## config.mk

```make
export PLATFORM = sky130hd
export DESIGN_NAME = met_mul
export DESIGN_NICKNAME = d
export VERILOG_FILES = /design/src/rtl/met_pkg.sv /design/src/rtl/met_mul.sv
export SDC_FILE = /design/constraint.sdc
export NUM_CORES = 2
export LEC_CHECK = 0
export BUFFER_PORTS_ARGS = -buffer_cell sky130_fd_sc_hd__buf_2
export CORE_ASPECT_RATIO = 0.8
export CORE_UTILIZATION = 35
export DETAILED_ROUTE_END_ITERATION = 12
export HOLD_SLACK_MARGIN = 0.12
export PLACE_DENSITY_LB_ADDON = 0.05
export SLEW_MARGIN = 20
export SYNTH_ARGS = -nofsm -noshare
export SYNTH_HDL_FRONTEND = slang
export SYNTH_SLANG_ARGS = --single-unit
```

## constraint.sdc

```tcl
create_clock -name aclk -period 9.2 [get_ports aclk]
set_input_delay 0.46 -clock aclk [delete_from_list [all_inputs] [get_ports aclk]]
set_output_delay 0.46 -clock aclk [all_outputs]
set_load 0.03 [all_outputs]
```

## src/rtl/met_pkg.sv

```systemverilog
// Shared types, widths, constants and helpers for the Mandelbrot escape-time pixel engine.
`default_nettype none

package met_pkg;

    localparam int FRAC      = 28;
    localparam int Q_W       = 32;   // Q4.28 point and iterate width
    localparam int MW        = 33;   // multiplier operand width
    localparam int PW        = 66;   // multiplier product width
    localparam int SW        = 68;   // sum width
    localparam int IN_W      = 12;
    localparam int ITER_W    = 25;
    localparam int STEP_W    = 28;
    localparam int CFG_W     = 28;
    localparam int CFG_AW    = 2;
    localparam int RAD_W     = 64;
    localparam int QD_W      = 56;
    localparam int R_W       = 32;
    localparam int CNT_W     = 6;
    localparam int SQRT_STEPS = 32;
    localparam int DIV_STEPS  = 56;
    localparam int S_TDATA_W = 24;
    localparam int M_TDATA_W = 32;

    localparam int MAX_DIM_DEF = 4096;

    localparam logic [ITER_W-1:0] MAX_ITER_RST = 25'd524288;
    localparam logic [STEP_W-1:0] X_STEP_RST   = 28'd1007893;
    localparam logic [STEP_W-1:0] Y_STEP_RST   = 28'd1008314;

    localparam logic [CFG_AW-1:0] REG_MAX_ITER = 2'd0;
    localparam logic [CFG_AW-1:0] REG_X_STEP   = 2'd1;
    localparam logic [CFG_AW-1:0] REG_Y_STEP   = 2'd2;

    localparam logic signed [SW-1:0] RE0      = -68'sd536870912;
    localparam logic signed [SW-1:0] IM0      = -68'sd301989888;
    localparam logic signed [SW-1:0] DISK_LIM = 68'sd4503599627370496;
    localparam logic signed [SW-1:0] ESC_LIM  = 68'sd288230376151711744;
    localparam logic signed [MW-1:0] ONE_M    = 33'sd268435456;
    localparam logic signed [MW-1:0] QUART_M  = 33'sd67108864;
    localparam logic signed [Q_W-1:0] CARD_LO = -32'sd201326592;
    localparam logic signed [Q_W-1:0] CARD_HI = 32'sd134217728;
    localparam logic signed [30:0]    H_ONE   = 31'sd268435456;

    localparam logic [RAD_W-1:0] SQRT_BIT0 = 64'h4000_0000_0000_0000;

    typedef enum logic {
        RD_SQRT,
        RD_DIV
    } rd_mode_t;

    typedef struct packed {
        logic     start;
        rd_mode_t mode;
    } rd_ctrl_t;

    typedef enum logic [4:0] {
        ST_IDLE,
        ST_CR,
        ST_CI,
        ST_SQR,
        ST_SQI,
        ST_SQ1,
        ST_SQT,
        ST_CARD,
        ST_ROOT,
        ST_DIV,
        ST_ITER_A,
        ST_ITER_B,
        ST_ITER_C,
        ST_ITER_D,
        ST_DONE
    } state_t;

    // clamp a wide signed sum to the Q4.28 range
    function automatic logic signed [Q_W-1:0] sat_q(input logic signed [SW-1:0] v);
        logic signed [Q_W-1:0] r;
        if (v[SW-1:Q_W-1] == '0 || v[SW-1:Q_W-1] == '1) begin
            r = v[Q_W-1:0];
        end else if (v[SW-1]) begin
            r = {1'b1, {(Q_W-1){1'b0}}};
        end else begin
            r = {1'b0, {(Q_W-1){1'b1}}};
        end
        return r;
    endfunction

endpackage

`default_nettype wire

```

## src/rtl/met_mul.sv

```systemverilog
// Shared registered signed multiplier.
`default_nettype none

module met_mul (
    input  wire logic                         aclk,
    input  wire logic signed [met_pkg::MW-1:0] op_a,
    input  wire logic signed [met_pkg::MW-1:0] op_b,
    output logic signed [met_pkg::PW-1:0]      prod
);
    import met_pkg::*;

    logic signed [PW-1:0] prod_reg;

    always_ff @(posedge aclk) begin
        prod_reg <= op_a * op_b;
    end

    assign prod = prod_reg;

endmodule

`default_nettype wire

```

# After elaboration in Yosys (flattened, before gate mapping)
# Index checks and enable logic that the tools add are counted.
[totals]
out_inout_bits = 66
ff_bits = 66
elab_cells = 2
inputBits = 67
[classes]
multipliers = 1
[op_table]
columns = ["cell", "count"]
rows = [
  ["multiplier 33 x 33 -> 66 bit", 1],
]

# Longest topological paths before layout
[logic_depth]
ltp_word = 1
ltp_mapped = 27

# Worst setup path after synthesis
# No wires, ideal clock.
[synth_path]
path_type = "input-to-reg"
start = "in op_a[32] in the netlist's numbering"
end = "reg prod_reg[62], in the netlist prod[62]"
arrival_ns = 7.617
required_ns = 9.121
path_buffers = 2
setup_slack_ns = 1.504
cell_stages = 23
cell_sequence = "clkbuf_1 > nand2_1 > inv_1 > fa_1 > fa_1 > fa_1 > fa_1 > fa_1 > fa_1 > fa_1 > inv_1 > fa_1 > inv_1 > ha_1 > clkbuf_1 > and3_1 > nand3_1 > nand2b_1 > a2111oi_4 > a211oi_4 > a21o_2 > a21o_1 > a211oi_2"
[synth_between]
elab_chain_len = 1
[synth_lines]
columns = ["item", "line", "text"]
rows = [
  ["start, declared", "met_mul.sv:6", "input wire logic signed [met_pkg::MW-1:0] op_a,"],
  ["multiplier 33 x 33 -> 66 bit", "met_mul.sv:15", "prod_reg <= op_a * op_b;"],
  ["end signal, assigned", "met_mul.sv:15", ""],
  ["end, declared", "met_mul.sv:12", "logic signed [PW-1:0] prod_reg;"],
]
# Every way passes these cells.

# Worst setup path in the final report
[layout_path]
start = "in op_b[9] in the netlist's numbering"
end = "reg prod_reg[62], in the netlist prod[62]"
[layout_between]
elab_chain_len = 1
[layout_lines]
columns = ["item", "line", "text"]
rows = [
  ["start, declared", "met_mul.sv:7", "input wire logic signed [met_pkg::MW-1:0] op_b,"],
  ["multiplier 33 x 33 -> 66 bit", "met_mul.sv:15", ""],
]
# Every way passes these cells.

==> impl_metrics.csv <==
group,metric,value,unit
sta,maxSlewViolCount,0,
cts,clock-sinks,66,
cts,post_cts_buffers,0,
synth,async_flop_share,0,
synth,synth_cell_type_count,80,
worst_setup_path,critPathMaxFanout,26,
synth,ys.flop_type,"dfxtp_1",
worst_setup_path,crit_end,"prod[62]$_DFF_P_",
synth,synth.net_count,5767,
synth,synth_area_leaders,"fa_1 56%, inv_1 10%, and2_1 8.6%",
routing,drt-pass1-iter-count,10,
sta,tns,0,ns
die,core_area,0.115,sq mm
synth,synth_edf_count,0,
sta,fmax,0.123,GHz
worst_setup_path,arrival,8.35,ns
cells_and_area,drive_gt1_frac,0.0553,
status,outcome,"finished with violations",
die,die-area,0.118,sq mm
cts,hold_buffers,0,
synth,synth_top_family_by_area,"adder cells",
cells_and_area,multi_input_comb_area,0.0343,sq mm
die,fp-row-count,111,
routing,wire_per_inst,22.5,microns
synth,synthSimpleGateAreaFrac,0.158,
routing,vias,27483,
worst_hold_path,worstHoldPathType,"in2reg",
sta,fin_crit,8.12,ns
placed_design,dp_hpwl,110000,microns
sta,setup_viol,0,
global_route,grt-ovfl-total,0,
cells_and_area,regArea,0.00132,sq mm
sta,slew_headroom,0.326,
job,cap_violations,0,
cells_and_area,largest_reg_flops,66,
sta,post-route-period-util,0.882,
worst_setup_path,path_class,"in2reg",
synth,yosysTopAreaCell,"fa_1",
sta,tightest_slew,1.01,ns
worst_setup_path,crit_start,"op_b[9]",
synth,synth_compound_area_frac,0.0407,
die,initial_core_util,0.354,
cts,cts_buffer_depth,2,
synth,syn_inst,4338,
cells_and_area,finalNetCount,5743,
global_route,grt_pass1_vias,30222,
routing,drc_errors,12,
worst_setup_path,critPathLaunchType,"input pin",
routing,viasPerCell,4.70,
sta,hold_viol,0,
cts,root_buffer,"clkbuf_16",
cts,cts_buffers,9,
synth,syn_area_per_cell,9.39,sq um
synth,ys_ff_latch,66,
cells_and_area,area_delta_synth_final,5.93,%
synth,synth.top_cell.area_share,0.563,
die,fp.dieW,383,microns
routing,antenna_left,0,
routing,routed_wl,132000,microns
die,io_pins,133,
status,violations,"design-rule violations",
worst_setup_path,crit_required,9.43,ns
sta,rsz0062_at_grt,"no",
cts,path_clk_slew,0.06,ns
synth,yosysWarningCount,0,
synth,synth.mux.area_fraction,0,
global_route,grt_pass1_wl,205000,microns
routing,drtIter0Drc,1807,
synth,yosys-top-cells-count,"1145 x fa_1, 1131 x inv_1, 562 x and2_1",
die,die_h,307,microns
placed_design,gp_congestion,0.884,
cts,cts_resized,0,
cts,cts_tree,"done",
global_route,antenna_found_initial,9,
synth,yosys.cell_count.top_type,"fa_1",
cts,htreeDepth,3,
synth,synthXorXnorAreaFrac,0.0146,
worst_setup_path,end_kind,"flop",
synth,synthAdderAreaFrac,0.629,
synth,ys_seq_area_frac,0.0324,
synth,syn_area,0.0407,sq mm
global_route,grt_max_degree,34,
global_route,grt_usage,0.236,
cells_and_area,fill_cells,11817,
placed_design,placement.io_buffers,132,
## metrics by stage
step / worst slack, ns / area, sq um / utilization / cells / hold slack [ns]
6_report: 1.08 / 43100 / 0.375 / 5852 / 0.712
5_1_grt: 0.616 / 43100 / 0.375 / 5845 / 0.741
4_1_cts: 0.992 / 43100 / 0.375 / 5844 / 0.712
3_5_place_dp: 0.654 / 42900 / 0.373 / 5828 / 0.896
3_3_place_gp: 0.506 / 42900 / 0.373 / 5828 / 0.896
2_1_floorplan: 1.50 / 40700 / - / 4338 / 0.587
## final cells by class
class / count / area share
Inverter: 1131 / 0.0984
Timing Repair Buffer: 186 / 0.0247
Antenna cell: 8 / 0.000464
Tap cell: 1525 / 0.0442
Multi-Input combinational cell: 2920 / 0.795
Clock inverter: 7 / 0.00104
Clock buffer: 9 / 0.00522
Sequential cell: 66 / 0.0306
## metal layers
layer | up-vias | share of wire | wire (microns) | GRT usage
li1 | 12285 | - | - | -
met1 | 14410 | 0.55 | 72100 | 0.403
met2 | 700 | 0.36 | 47200 | 0.292
met3 | 78 | 0.083 | 11000 | 0.0613
met4 | 10 | 0.010 | 1310 | 0.0275
met5 | - | 0.00049 | 65 | 0
## worst max-delay path, cell delays in order
cell      delay, ns
buf_2          0.61
nand2_1        0.28
fa_1           0.80
fa_1           0.59
fa_1           0.56
inv_1          0.41
fa_1           0.53
fa_1           0.58
fa_1           0.45
fa_1           0.55
inv_1          0.06
fa_1           0.47
inv_1          0.05
ha_1           0.43
a21o_1         0.23
a21o_1         0.16
a21oi_1        0.22
nor2b_1        0.09
o21ai_0        0.23
nor4b_1        0.42
a211oi_2       0.13
## layout by cell type (no fill, tap or decap), types with 9 or more instances in the layout
| cell type | instances |
|---|---|
| fa_1 | 1145 |
| inv_1 | 1130 |
| and2_1 | 562 |
| nand2_1 | 551 |
| ha_1 | 217 |
| buf_2 | 132 |
| nor2_1 | 68 |
| dfxtp_1 | 66 |
| a21oi_1 | 57 |
| buf_4 | 54 |
| xnor2_1 | 43 |
| a21o_1 | 36 |
| o21ai_0 | 25 |
| nand3_1 | 25 |
| xor2_1 | 25 |
| nand2b_1 | 12 |
| o21bai_1 | 11 |
| nand4_1 | 11 |
| clkbuf_16 | 9 |
## worst min-delay path by stage
| stage | start | end | cells after the start |
|---|---|---|---|
| final | op_b[0] | prod[0]$_DFF_P_ | 2 |
| after global routing | op_b[0] | prod[0]$_DFF_P_ | 2 |
| after CTS | op_b[0] | prod[0]$_DFF_P_ | 2 |
| after detailed placement | prod[37]$_DFF_P_ | prod[37] | 1 |
| after global placement | prod[21]$_DFF_P_ | prod[21] | 1 |
| after floorplan | op_a[0] | prod[0]$_DFF_P_ | 1 |
## kinds of logic after synthesis
| group | count (synthesis) |
|---|---|
| DFF | 66 |
| adders and majority gates | 1362 |
| xor gates and xnor gates | 68 |
| and+or+nand+nor | 1271 |
| AOI/OAI and AO/OA | 219 |
| buffers and inverters | 1352 |
Power is left out: the tool's default activity adds up to more than one toggle a clock period on the data nets, which glitch-free logic cannot reach.
