==> config.mk <==
export PLATFORM = sky130hd
export DESIGN_NAME = met_root_div
export DESIGN_NICKNAME = d
export VERILOG_FILES = /design/src/rtl/met_pkg.sv /design/src/rtl/met_root_div.sv
export SDC_FILE = /design/constraint.sdc
export NUM_CORES = 1
export LEC_CHECK = 0
export BUFFER_PORTS_ARGS = -buffer_cell sky130_fd_sc_hd__buf_2
export CORE_UTILIZATION = 55
export CTS_CLUSTER_DIAMETER = 200
export DETAILED_ROUTE_END_ITERATION = 8
export HOLD_SLACK_MARGIN = 0.06
export PLACE_DENSITY = 0.78
export SKIP_CTS_REPAIR_TIMING = 1
export SLEW_MARGIN = 20
export SYNTH_ARGS = -nofsm -noshare
export SYNTH_HDL_FRONTEND = slang
export SYNTH_SLANG_ARGS = --single-unit
==> constraint.sdc <==
create_clock -name aclk -period 12.3 [get_ports aclk]
set_clock_uncertainty 0.1 [all_clocks]
set_input_delay 1.23 -clock aclk [delete_from_list [all_inputs] [get_ports aclk]]
set_output_delay 1.23 -clock aclk [all_outputs]
set_load 0.02 [all_outputs]
==> src/rtl/met_pkg.sv <==
// Shared types, widths, constants and helpers for the Mandelbrot escape-time pixel engine.
`default_nettype none

package met_pkg;

    localparam int FRAC      = 28;
    localparam int Q_W       = 32;   // Q4.28 point and iterate width
    localparam int MW        = 33;   // multiplier operand width
    localparam int PW        = 66;   // multiplier product width
    localparam int SW        = 68;   // sum width
    localparam int IN_W      = 12;
    localparam int ITER_W    = 25;
    localparam int STEP_W    = 28;
    localparam int CFG_W     = 28;
    localparam int CFG_AW    = 2;
    localparam int RAD_W     = 64;
    localparam int QD_W      = 56;
    localparam int R_W       = 32;
    localparam int CNT_W     = 6;
    localparam int SQRT_STEPS = 32;
    localparam int DIV_STEPS  = 56;
    localparam int S_TDATA_W = 24;
    localparam int M_TDATA_W = 32;

    localparam int MAX_DIM_DEF = 4096;

    localparam logic [ITER_W-1:0] MAX_ITER_RST = 25'd524288;
    localparam logic [STEP_W-1:0] X_STEP_RST   = 28'd1007893;
    localparam logic [STEP_W-1:0] Y_STEP_RST   = 28'd1008314;

    localparam logic [CFG_AW-1:0] REG_MAX_ITER = 2'd0;
    localparam logic [CFG_AW-1:0] REG_X_STEP   = 2'd1;
    localparam logic [CFG_AW-1:0] REG_Y_STEP   = 2'd2;

    localparam logic signed [SW-1:0] RE0      = -68'sd536870912;
    localparam logic signed [SW-1:0] IM0      = -68'sd301989888;
    localparam logic signed [SW-1:0] DISK_LIM = 68'sd4503599627370496;
    localparam logic signed [SW-1:0] ESC_LIM  = 68'sd288230376151711744;
    localparam logic signed [MW-1:0] ONE_M    = 33'sd268435456;
    localparam logic signed [MW-1:0] QUART_M  = 33'sd67108864;
    localparam logic signed [Q_W-1:0] CARD_LO = -32'sd201326592;
    localparam logic signed [Q_W-1:0] CARD_HI = 32'sd134217728;
    localparam logic signed [30:0]    H_ONE   = 31'sd268435456;

    localparam logic [RAD_W-1:0] SQRT_BIT0 = 64'h4000_0000_0000_0000;

    typedef enum logic {
        RD_SQRT,
        RD_DIV
    } rd_mode_t;

    typedef struct packed {
        logic     start;
        rd_mode_t mode;
    } rd_ctrl_t;

    typedef enum logic [4:0] {
        ST_IDLE,
        ST_CR,
        ST_CI,
        ST_SQR,
        ST_SQI,
        ST_SQ1,
        ST_SQT,
        ST_CARD,
        ST_ROOT,
        ST_DIV,
        ST_ITER_A,
        ST_ITER_B,
        ST_ITER_C,
        ST_ITER_D,
        ST_DONE
    } state_t;

    // clamp a wide signed sum to the Q4.28 range
    function automatic logic signed [Q_W-1:0] sat_q(input logic signed [SW-1:0] v);
        logic signed [Q_W-1:0] r;
        if (v[SW-1:Q_W-1] == '0 || v[SW-1:Q_W-1] == '1) begin
            r = v[Q_W-1:0];
        end else if (v[SW-1]) begin
            r = {1'b1, {(Q_W-1){1'b0}}};
        end else begin
            r = {1'b0, {(Q_W-1){1'b1}}};
        end
        return r;
    endfunction

endpackage

`default_nettype wire

==> src/rtl/met_root_div.sv <==
// Iterative unit: bit-pair integer square root and restoring division.
`default_nettype none

module met_root_div (
    input  wire logic                        aclk,
    input  wire logic                        aresetn,
    input  wire met_pkg::rd_ctrl_t           ctrl,
    input  wire logic [met_pkg::RAD_W-1:0]   operand,
    input  wire logic [met_pkg::R_W-1:0]     divisor,
    output logic                             done,
    output logic [met_pkg::QD_W-1:0]         result
);
    import met_pkg::*;

    logic             busy_reg, busy_next;
    logic             done_reg, done_next;
    rd_mode_t         mode_reg, mode_next;
    logic [CNT_W-1:0] cnt_reg, cnt_next;
    logic [RAD_W-1:0] v_reg, v_next;
    logic [RAD_W-1:0] res_reg, res_next;
    logic [RAD_W-1:0] bit_reg, bit_next;
    logic [R_W-1:0]   dvs_reg, dvs_next;

    logic [RAD_W-1:0] root_trial;
    logic [R_W+1:0]   div_trial;

    assign root_trial = res_reg + bit_reg;
    assign div_trial  = {1'b0, res_reg[R_W-1:0], v_reg[QD_W-1]} - {2'b00, dvs_reg};

    always_comb begin
        busy_next = busy_reg;
        done_next = 1'b0;
        mode_next = mode_reg;
        cnt_next  = cnt_reg;
        v_next    = v_reg;
        res_next  = res_reg;
        bit_next  = bit_reg;
        dvs_next  = dvs_reg;
        if (ctrl.start) begin
            busy_next = 1'b1;
            mode_next = ctrl.mode;
            v_next    = operand;
            res_next  = '0;
            bit_next  = SQRT_BIT0;
            dvs_next  = divisor;
            cnt_next  = (ctrl.mode == RD_SQRT) ? CNT_W'(SQRT_STEPS - 1) : CNT_W'(DIV_STEPS - 1);
        end else if (busy_reg) begin
            case (mode_reg)
                RD_SQRT: begin
                    if (v_reg >= root_trial) begin
                        v_next   = v_reg - root_trial;
                        res_next = (res_reg >> 1) + bit_reg;
                    end else begin
                        res_next = res_reg >> 1;
                    end
                    bit_next = bit_reg >> 2;
                end
                RD_DIV: begin
                    if (!div_trial[R_W+1]) begin
                        res_next = {{(RAD_W-R_W){1'b0}}, div_trial[R_W-1:0]};
                    end else begin
                        res_next = {{(RAD_W-R_W){1'b0}}, res_reg[R_W-2:0], v_reg[QD_W-1]};
                    end
                    v_next = {{(RAD_W-QD_W){1'b0}}, v_reg[QD_W-2:0], ~div_trial[R_W+1]};
                end
                default: begin
                    busy_next = 1'b0;
                end
            endcase
            if (cnt_reg == '0) begin
                busy_next = 1'b0;
                done_next = 1'b1;
            end else begin
                cnt_next = cnt_reg - 1'b1;
            end
        end
    end

    always_ff @(posedge aclk) begin
        if (!aresetn) begin
            busy_reg <= 1'b0;
            done_reg <= 1'b0;
        end else begin
            busy_reg <= busy_next;
            done_reg <= done_next;
        end
    end

    always_ff @(posedge aclk) begin
        mode_reg <= mode_next;
        cnt_reg  <= cnt_next;
        v_reg    <= v_next;
        res_reg  <= res_next;
        bit_reg  <= bit_next;
        dvs_reg  <= dvs_next;
    end

    assign done   = done_reg;
    assign result = (mode_reg == RD_SQRT) ? res_reg[QD_W-1:0] : v_reg[QD_W-1:0];

endmodule

`default_nettype wire

* Word-level counts from Yosys, hierarchy flattened
Cells that the tools add are included.
** Word-level totals
- Register bits :: 201
** Cells by class
- Equal/unequal tests :: 2
- Bitwise gates (word level) :: 4
- Order comparisons :: 1
- $add $sub $neg :: 5
- Multiplexer cells :: 16
- Reduce and logical (&&, ||, !) cells :: 6
** Operator list (count)
- 64-bit 2-to-1 mux :: 4
- 64-bit case mux with 2 select lines :: 2
- 63-bit by 63-bit adder with 64-bit output :: 1
- 64-bit by 63-bit adder with 64-bit output :: 1
- 64-bit >= comparator :: 1
- 64-bit subtractor :: 1
- 56-bit 2-to-1 mux :: 1
- 33-bit by 32-bit subtractor with 34-bit output :: 1
- 32-bit 2-to-1 mux :: 1
- 6-bit 2-to-1 mux :: 4
- 6-bit zero test :: 1
- 2-bit AND reduction :: 3
- 6-bit by 1-bit subtractor with 6-bit output (second input constant) :: 1
- 1-bit 2-to-1 mux :: 4
- 1-bit NOT :: 4
- 3-bit != test (second input constant) :: 1
- 3-bit OR reduction :: 1
- 2-bit != test (second input constant) :: 1
- 2-bit nonzero test :: 1

* Depth between registers and ports, before layout
Gate-level depths: netlist of the first run.
- Word-level depth :: 6
- Depth in mapped cells :: 26

* Least setup slack after synthesis of the first run
Ideal clock, no wire load.
- Path kind :: reg-to-reg
- From :: reg res_reg[0]
- To :: reg v_reg[0] (enable)
- Required time :: 11.693 ns
- Data arrival time :: 8.011 ns
- Setup slack :: 3.682 ns
- Cell stages (with the launch flop) :: 24
- Cells stage by stage :: dfxtp_1 ha_1 ha_1 a211oi_1 o31ai_1 a41oi_1 o41ai_1 and3_1 or4b_1 a31oi_2 nor2_1 o21ai_1 xor2_1 ha_1 clkbuf_1 nand4_1 nor4_1 nand3_1 a211o_1 a21o_1 and2_1 clkbuf_1 clkbuf_1 a21oi_1
** On the way
- Longest elaborated chain between the ends :: 4
** Ends and longest elaborated chain
- from (decl) :: RTL line met_root_div.sv:20 : logic [RAD_W-1:0] res_reg, res_next;
- from (signal assigned) :: RTL line met_root_div.sv:93 : res_reg <= res_next;
- 64-bit by 63-bit adder with 64-bit output :: RTL line met_root_div.sv:27 : assign root_trial = res_reg + bit_reg;
- 64-bit >= comparator :: RTL line met_root_div.sv:50 : if (v_reg >= root_trial) begin
- 3-bit != test (no line)
- 2-bit AND reduction (no line)
- to (signal assigned) :: RTL line met_root_div.sv:92 : v_reg <= v_next;
- to (decl) :: RTL line met_root_div.sv:19 : logic [RAD_W-1:0] v_reg, v_next;
No other way between the ends.
A chain may end at the register's enable or synchronous reset.

* Worst setup path after layout of the first run
- From :: reg res_reg[2]
- To :: reg v_reg[12] (enable)
Same word-level chain as after synthesis.

==> flow_summary.json, run 1 <==
{
  "r2r_start": "res_reg[2]$_SDFFE_PP0P_",
  "clk_path_buf_depth": 3,
  "die_x_um": 190,
  "clkLatencyLatePin_ps": 570,
  "yosysMostFrequentCell": "nand2_1",
  "rows": 68,
  "synth_area_um2": 19500,
  "avgSynthCellArea_um2": 7.80,
  "status": "finished clean",
  "crit_chain": "ha_1 -> a31o_2 -> nor3_1 -> nor4b_1 -> nor4b_1 -> nor3_1 -> o311ai_1 -> a2111oi_0 -> o311ai_1 -> nand2b_1 -> xnor2_1 -> ha_1 -> nand4_1 -> nor4_1 -> nand3_1 -> a211o_1 -> a21o_1 -> and2_1 -> buf_4 -> a21oi_4 -> buf_16 -> buf_4",
  "portBuffers": 156,
  "placed_area_um2": 20400,
  "rsz0062_at_grt": "no",
  "worst_slew_pin_slew_ps": 1080,
  "fmax_mhz": 126,
  "worst_setup_path_start_kind": "flip-flop",
  "numClockSinks": 201,
  "hold_class": "flip-flop to flip-flop",
  "r2r_slack_ps": 4330,
  "final_design_area_no_fill_um2": 21200,
  "dieHeight_um": 190,
  "wirelength_um": 64100,
  "routedWlPerCell_um": 21.2,
  "period_minus_slack_ps": 7970,
  "nets": 2818,
  "drive_above_1_share": 0.110,
  "synth_area_leaders": "edfxtp_1 16%, ha_1 11%, dfxtp_1 10%",
  "fin_cells": 3025,
  "yosys.area.top_type": "edfxtp_1",
  "yosysUniqueCellTypes": 83,
  "crit_arrival_ps": 8080,
  "multiInputGateArea_um2": 13400,
  "dp_hpwl_um": 49000,
  "place_congestion": 1.00,
  "r2r_cells": 22,
  "cts_root_buffer": "clkbuf_16",
  "synth_top_cell_area_share": 0.159,
  "path_max_fanout": 38,
  "slowest_stage": "nor4_1",
  "synth.net_count": 2760,
  "drt_iter0_drc": 2347,
  "postSynthCellCount": 2494,
  "cpPeakStageDelay_ps": 610,
  "holdWs_ps": 398,
  "dieArea_um2": 36100,
  "drc_errors": 0,
  "cts_buffers": 25,
  "crit_required_ps": 12410,
  "ys_top_cells_by_count": "333 x nand2_1, 215 x a21oi_1, 164 x ha_1",
  "synth-edff-count": 103,
  "crit_type": "flip-flop to flip-flop",
  "vias": 19600,
  "io_pins": 157,
  "power_leakage_nw": 8.40,
  "finalSetupTns_ps": 0,
  "r2r-end": "v_reg[12]$_DFFE_PP_",
  "ys.flop_type": "edfxtp_1",
  "ys_ff_latch": 201,
  "cts_max_level": 1,
  "grt_overflow": 0,
  "num_antenna_cells": 0,
  "core-area_um2": 34700,
  "clk_transition_reported_paths_ps": 60,
  "synth_seq_area_share": 0.260,
  "grt_antenna_before_repair": 2,
  "hold_violations": 0,
  "setup_viol": 0,
  "grt_pass1_wl_um": 99500,
  "cp-startpoint": "res_reg[2]$_SDFFE_PP0P_",
  "yosys_warnings": 0,
  "ir_worst_vdd_v": 0.000115,
  "slew_headroom": 0.276,
  "critical_path.endpoint_type": "flip-flop",
  "num-fill-cells": 3119,
  "viasPerCell": 6.47,
  "async_reset_ff_frac": 0,
  "ant_nets": 0,
  "placedCellCount": 2980,
  "cts_tree": "built",
  "cp-endpoint": "v_reg[12]$_DFFE_PP_",
  "final-max-slew-violation-count": 0,
  "area.growth.synth_to_final_pct": 8.77,
  "grt_max_degree": 185,
  "drv_cap": 0,
  "grt_pass1_vias": 17900,
  "initial_core_util": 0.560,
  "pwr_density_cell_nw_per_um2": 132,
  "grt_usage": 0.347,
  "register_area_um2": 5050,
  "fin_crit_sh": 0.648,
  "drt-pass1-iter-count": 6
}
==> final cells by class <==
| class | count | area share |
|---|---|---|
| Timing Repair Buffer | 170 | 0.0437 |
| Multi-Input combinational cell | 2035 | 0.634 |
| Clock inverter | 17 | 0.00503 |
| Inverter | 119 | 0.0211 |
| Clock buffer | 28 | 0.0301 |
| Tap cell | 455 | 0.0269 |
| Sequential cell | 201 | 0.239 |
==> logic make-up after synthesis <==
logic type | share of synthesized area
compound gates | 0.277
xor+xnor | 0.0851
mux | 0.0369
buf+inv | 0.0518
simple gates | 0.182
flops | 0.260
fa+ha+maj | 0.108
==> stage by stage <==
stage,total power (W),setup slack [ps],utilization
after floorplan,0.00174,3680,-
after detailed placement,0.00207,4500,0.588
final,0.00279,4330,0.610
after CTS,0.00276,4470,0.610
after global routing,0.00292,3920,0.610
after global placement,0.00206,4310,0.587
==> cells in the final DEF (no fill, tap or decap), types with 20 or more instances in the layout <==
cell type,n
and3_1,22
o21ai_0,147
o21a_1,22
a21oi_1,214
ha_1,164
nor2_1,141
nand3_1,51
edfxtp_1,103
dfxtp_1,98
and2_1,20
xnor2_1,122
nor2b_1,27
a21o_1,69
o21bai_1,35
xor2_1,67
nand2_1,332
clkbuf_16,25
o21ai_1,101
nand4_1,48
mux2_2,45
nor3_1,38
inv_1,117
a31oi_1,60
buf_2,155
==> critical path: cells and delay by family, from the launching register on <==
family	cells	cell delay, ps
XOR/XNOR	1	160
flip-flops	1	520
buffers and inverters	3	950
AND/OR/NAND/NOR	9	2550
adder cells (fa/ha/maj)	2	800
AO/OA/AOI/OAI	7	2450
==> worst min-delay path by stage <==
stage	start	endpoint	slack, ps	depth (start not counted)
final	bit_reg[40]$_SDFFE_PP0P_	bit_reg[38]$_SDFFE_PP0P_	400	2
after global routing	bit_reg[12]$_SDFFE_PP0P_	bit_reg[10]$_SDFFE_PP0P_	410	2
after CTS	bit_reg[8]$_SDFFE_PP0P_	bit_reg[6]$_SDFFE_PP0P_	400	2
after detailed placement	bit_reg[8]$_SDFFE_PP0P_	bit_reg[6]$_SDFFE_PP0P_	390	2
after global placement	bit_reg[0]$_SDFFE_PP0P_	bit_reg[0]$_SDFFE_PP0P_	370	2
after floorplan	bit_reg[0]$_SDFFE_PP0P_	bit_reg[0]$_SDFFE_PP0P_	360	2
==> where the power goes <==
group	switching [W]	internal [W]	total, W
clock	0.000322	0.000375	0.000697
combinational	0.000765	0.000459	0.00122
sequential	0.0000724	0.000797	0.000870
==> routing by layer <==
layer | global-route usage | vias to the layer above | routed length [um]
li1 | - | 9279 | -
met1 | 0.527 | 9201 | 29900
met2 | 0.506 | 1003 | 26300
met3 | 0.0557 | 99 | 6480
met4 | 0.0788 | 2 | 1430
met5 | 0 | - | 13
(Power assumes the default switching activity.)
==> run 2, diff against run 1 <==
--- a/config.mk
+++ b/config.mk
@@ -10,7 +10,7 @@
 export CTS_CLUSTER_DIAMETER = 200
 export DETAILED_ROUTE_END_ITERATION = 8
 export HOLD_SLACK_MARGIN = 0.06
-export PLACE_DENSITY = 0.78
+export PLACE_DENSITY = 0.81
 export SKIP_CTS_REPAIR_TIMING = 1
 export SLEW_MARGIN = 20
 export SYNTH_ARGS = -nofsm -noshare
==> constraint.sdc (replaced) <==
create_clock -name aclk -period 6.4 [get_ports aclk]
set_clock_uncertainty 0.1 [all_clocks]
set_input_delay 0.64 -clock aclk [delete_from_list [all_inputs] [get_ports aclk]]
set_output_delay 0.64 -clock aclk [all_outputs]
set_load 0.02 [all_outputs]
==> run 2 against run 1 <==
First-iteration DRC count grew 1.6%. Sequential share of layout area shrank 0.76 points. Flip-flop and latch count stayed put. Maximum frequency is 29% higher. Worst hold slack lost 270 ps. Largest power group unchanged.
==> flow_summary.json, run 2 (synthesis gave the netlist of run 1 again) <==
{
  "rows": 68,
  "period_minus_slack_ps": 6150,
  "ir_worst_vdd_v": 0.000257,
  "worst_setup_path_start_kind": "flip-flop",
  "power_leakage_nw": 8.81,
  "grt_pass1_vias": 17800,
  "cts_buffers": 25,
  "clk_path_buf_depth": 3,
  "grt_antenna_before_repair": 1,
  "crit_arrival_ps": 6560,
  "place_congestion": 0.999,
  "clkLatencyLatePin_ps": 580,
  "critical_path.endpoint_type": "flip-flop",
  "cpPeakStageDelay_ps": 610,
  "fin_crit_sh": 0.962,
  "cts_max_level": 1,
  "num_antenna_cells": 0,
  "grt_pass1_wl_um": 99900,
  "nets": 2884,
  "holdWs_ps": 130,
  "grt_max_degree": 166,
  "drv_cap": 0,
  "wirelength_um": 65400,
  "crit_top_cell": "ha_1",
  "drt_iter0_drc": 2384,
  "drt-pass1-iter-count": 7,
  "hold_class": "primary input to flip-flop",
  "die_x_um": 190,
  "placed_area_um2": 21000,
  "setup_viol": 0,
  "clk_transition_reported_paths_ps": 60,
  "crit_required_ps": 6810,
  "drive_above_1_share": 0.135,
  "io_pins": 157,
  "mostFrequentLayoutCell": "nand2_1",
  "dieHeight_um": 190,
  "cts_root_buffer": "clkbuf_16",
  "dp_hpwl_um": 51000,
  "area.growth.synth_to_final_pct": 12.3,
  "rsz0062_at_grt": "yes",
  "vias": 20100,
  "cts_tree": "built",
  "routedWlPerCell_um": 21.2,
  "viasPerCell": 6.49,
  "portBuffers": 156,
  "worst_slew_pin_slew_ps": 1070,
  "slew_headroom": 0.287,
  "final-max-slew-violation-count": 0,
  "final_design_area_no_fill_um2": 21900,
  "status": "finished clean",
  "numClockSinks": 201,
  "finalSetupTns_ps": 0,
  "path_max_fanout": 23,
  "initial_core_util": 0.560,
  "slowest_stage": "or4b_1",
  "drc_errors": 0,
  "grt_usage": 0.351,
  "grt_overflow": 0,
  "layout_common_cells": "332 x nand2_1, 214 x a21oi_1, 162 x ha_1",
  "dieArea_um2": 36100,
  "fmax_mhz": 162,
  "core-area_um2": 34700,
  "pwr_density_cell_nw_per_um2": 255,
  "ant_nets": 0,
  "crit_type": "flip-flop to flip-flop",
  "hold_violations": 0
}
## run 2: cell count changes in the layout (fill, tap and decap cells not counted), moves of 2 or more
cell / previous run / this run
ha_2: 0 / 2
clkinv_2: 6 / 1
buf_4: 12 / 72
ha_1: 164 / 162
a2111oi_0: 5 / 3
nor4b_1: 4 / 2
nor4b_2: 0 / 2
clkinvlp_4: 3 / 1
buf_12: 1 / 8
clkbuf_8: 0 / 3
clkbuf_1: 3 / 5
a2111oi_1: 1 / 3
## run 2: where the power goes
| part | internal, W | leakage [nW] | total [W] | switching, W |
|---|---|---|---|---|
| Clock | 0.000821 | 0.395 | 0.00142 | 0.000598 |
| Combinational | 0.000975 | 6.60 | 0.00251 | 0.00153 |
| Sequential | 0.00153 | 1.81 | 0.00165 | 0.000119 |
| Total | 0.00333 | 8.81 | 0.00558 | 0.00225 |
## run 2: worst max-delay path: cells and delay by family (launching register included)
kind | cells | cell delay [ps]
compound gates | 11 | 2330
xor+xnor | 1 | 130
fa+ha+maj | 3 | 850
buf+inv | 3 | 530
flops | 1 | 360
simple gates | 7 | 1770
## run 2: worst paths after layout
kind | from | to | slack, ps | depth (start not counted)
setup / recovery | res_reg[0]$_SDFFE_PP0P_ | res_reg[54]$_SDFFE_PP0P_ | 250 | 25
setup reg to reg | res_reg[0]$_SDFFE_PP0P_ | res_reg[54]$_SDFFE_PP0P_ | 250 | 25
hold / removal | divisor[1] | dvs_reg[1]$_DFFE_PP_ | 130 | 1
hold reg to reg | bit_reg[12]$_SDFFE_PP0P_ | bit_reg[10]$_SDFFE_PP0P_ | 380 | 2
## run 2: area by class of cell
cell class / count / area (um^2)
clock buffers: 35 / 716
clock inverters: 10 / 90.1
fillers: 3091 / 12900
inverters: 119 / 447
multi-input cells: 2035 / 13500
flip-flops and latches: 201 / 5050
well taps: 455 / 569
repair buffers: 236 / 1490
## run 2: routing by layer
| layer | vias to the layer above | part of all wire | global-route usage |
|---|---|---|---|
| li1 | 9401 | - | - |
| met1 | 9417 | 0.45 | 0.536 |
| met2 | 1146 | 0.40 | 0.500 |
| met3 | 104 | 0.12 | 0.0677 |
| met4 | 0 | 0.023 | 0.0800 |
| met5 | - | 0 | 0 |
## run 2: through the flow
stage	std cells	setup WS [ps]	power (W)	util
CTS	3089	142	0.00553	0.628
detailed placement	3044	161	0.00410	0.604
finish	3091	246	0.00558	0.630
global placement	3044	334	0.00408	0.604
floorplan	2494	24.5	0.00334	-
global route	3091	-97.6	0.00584	0.630
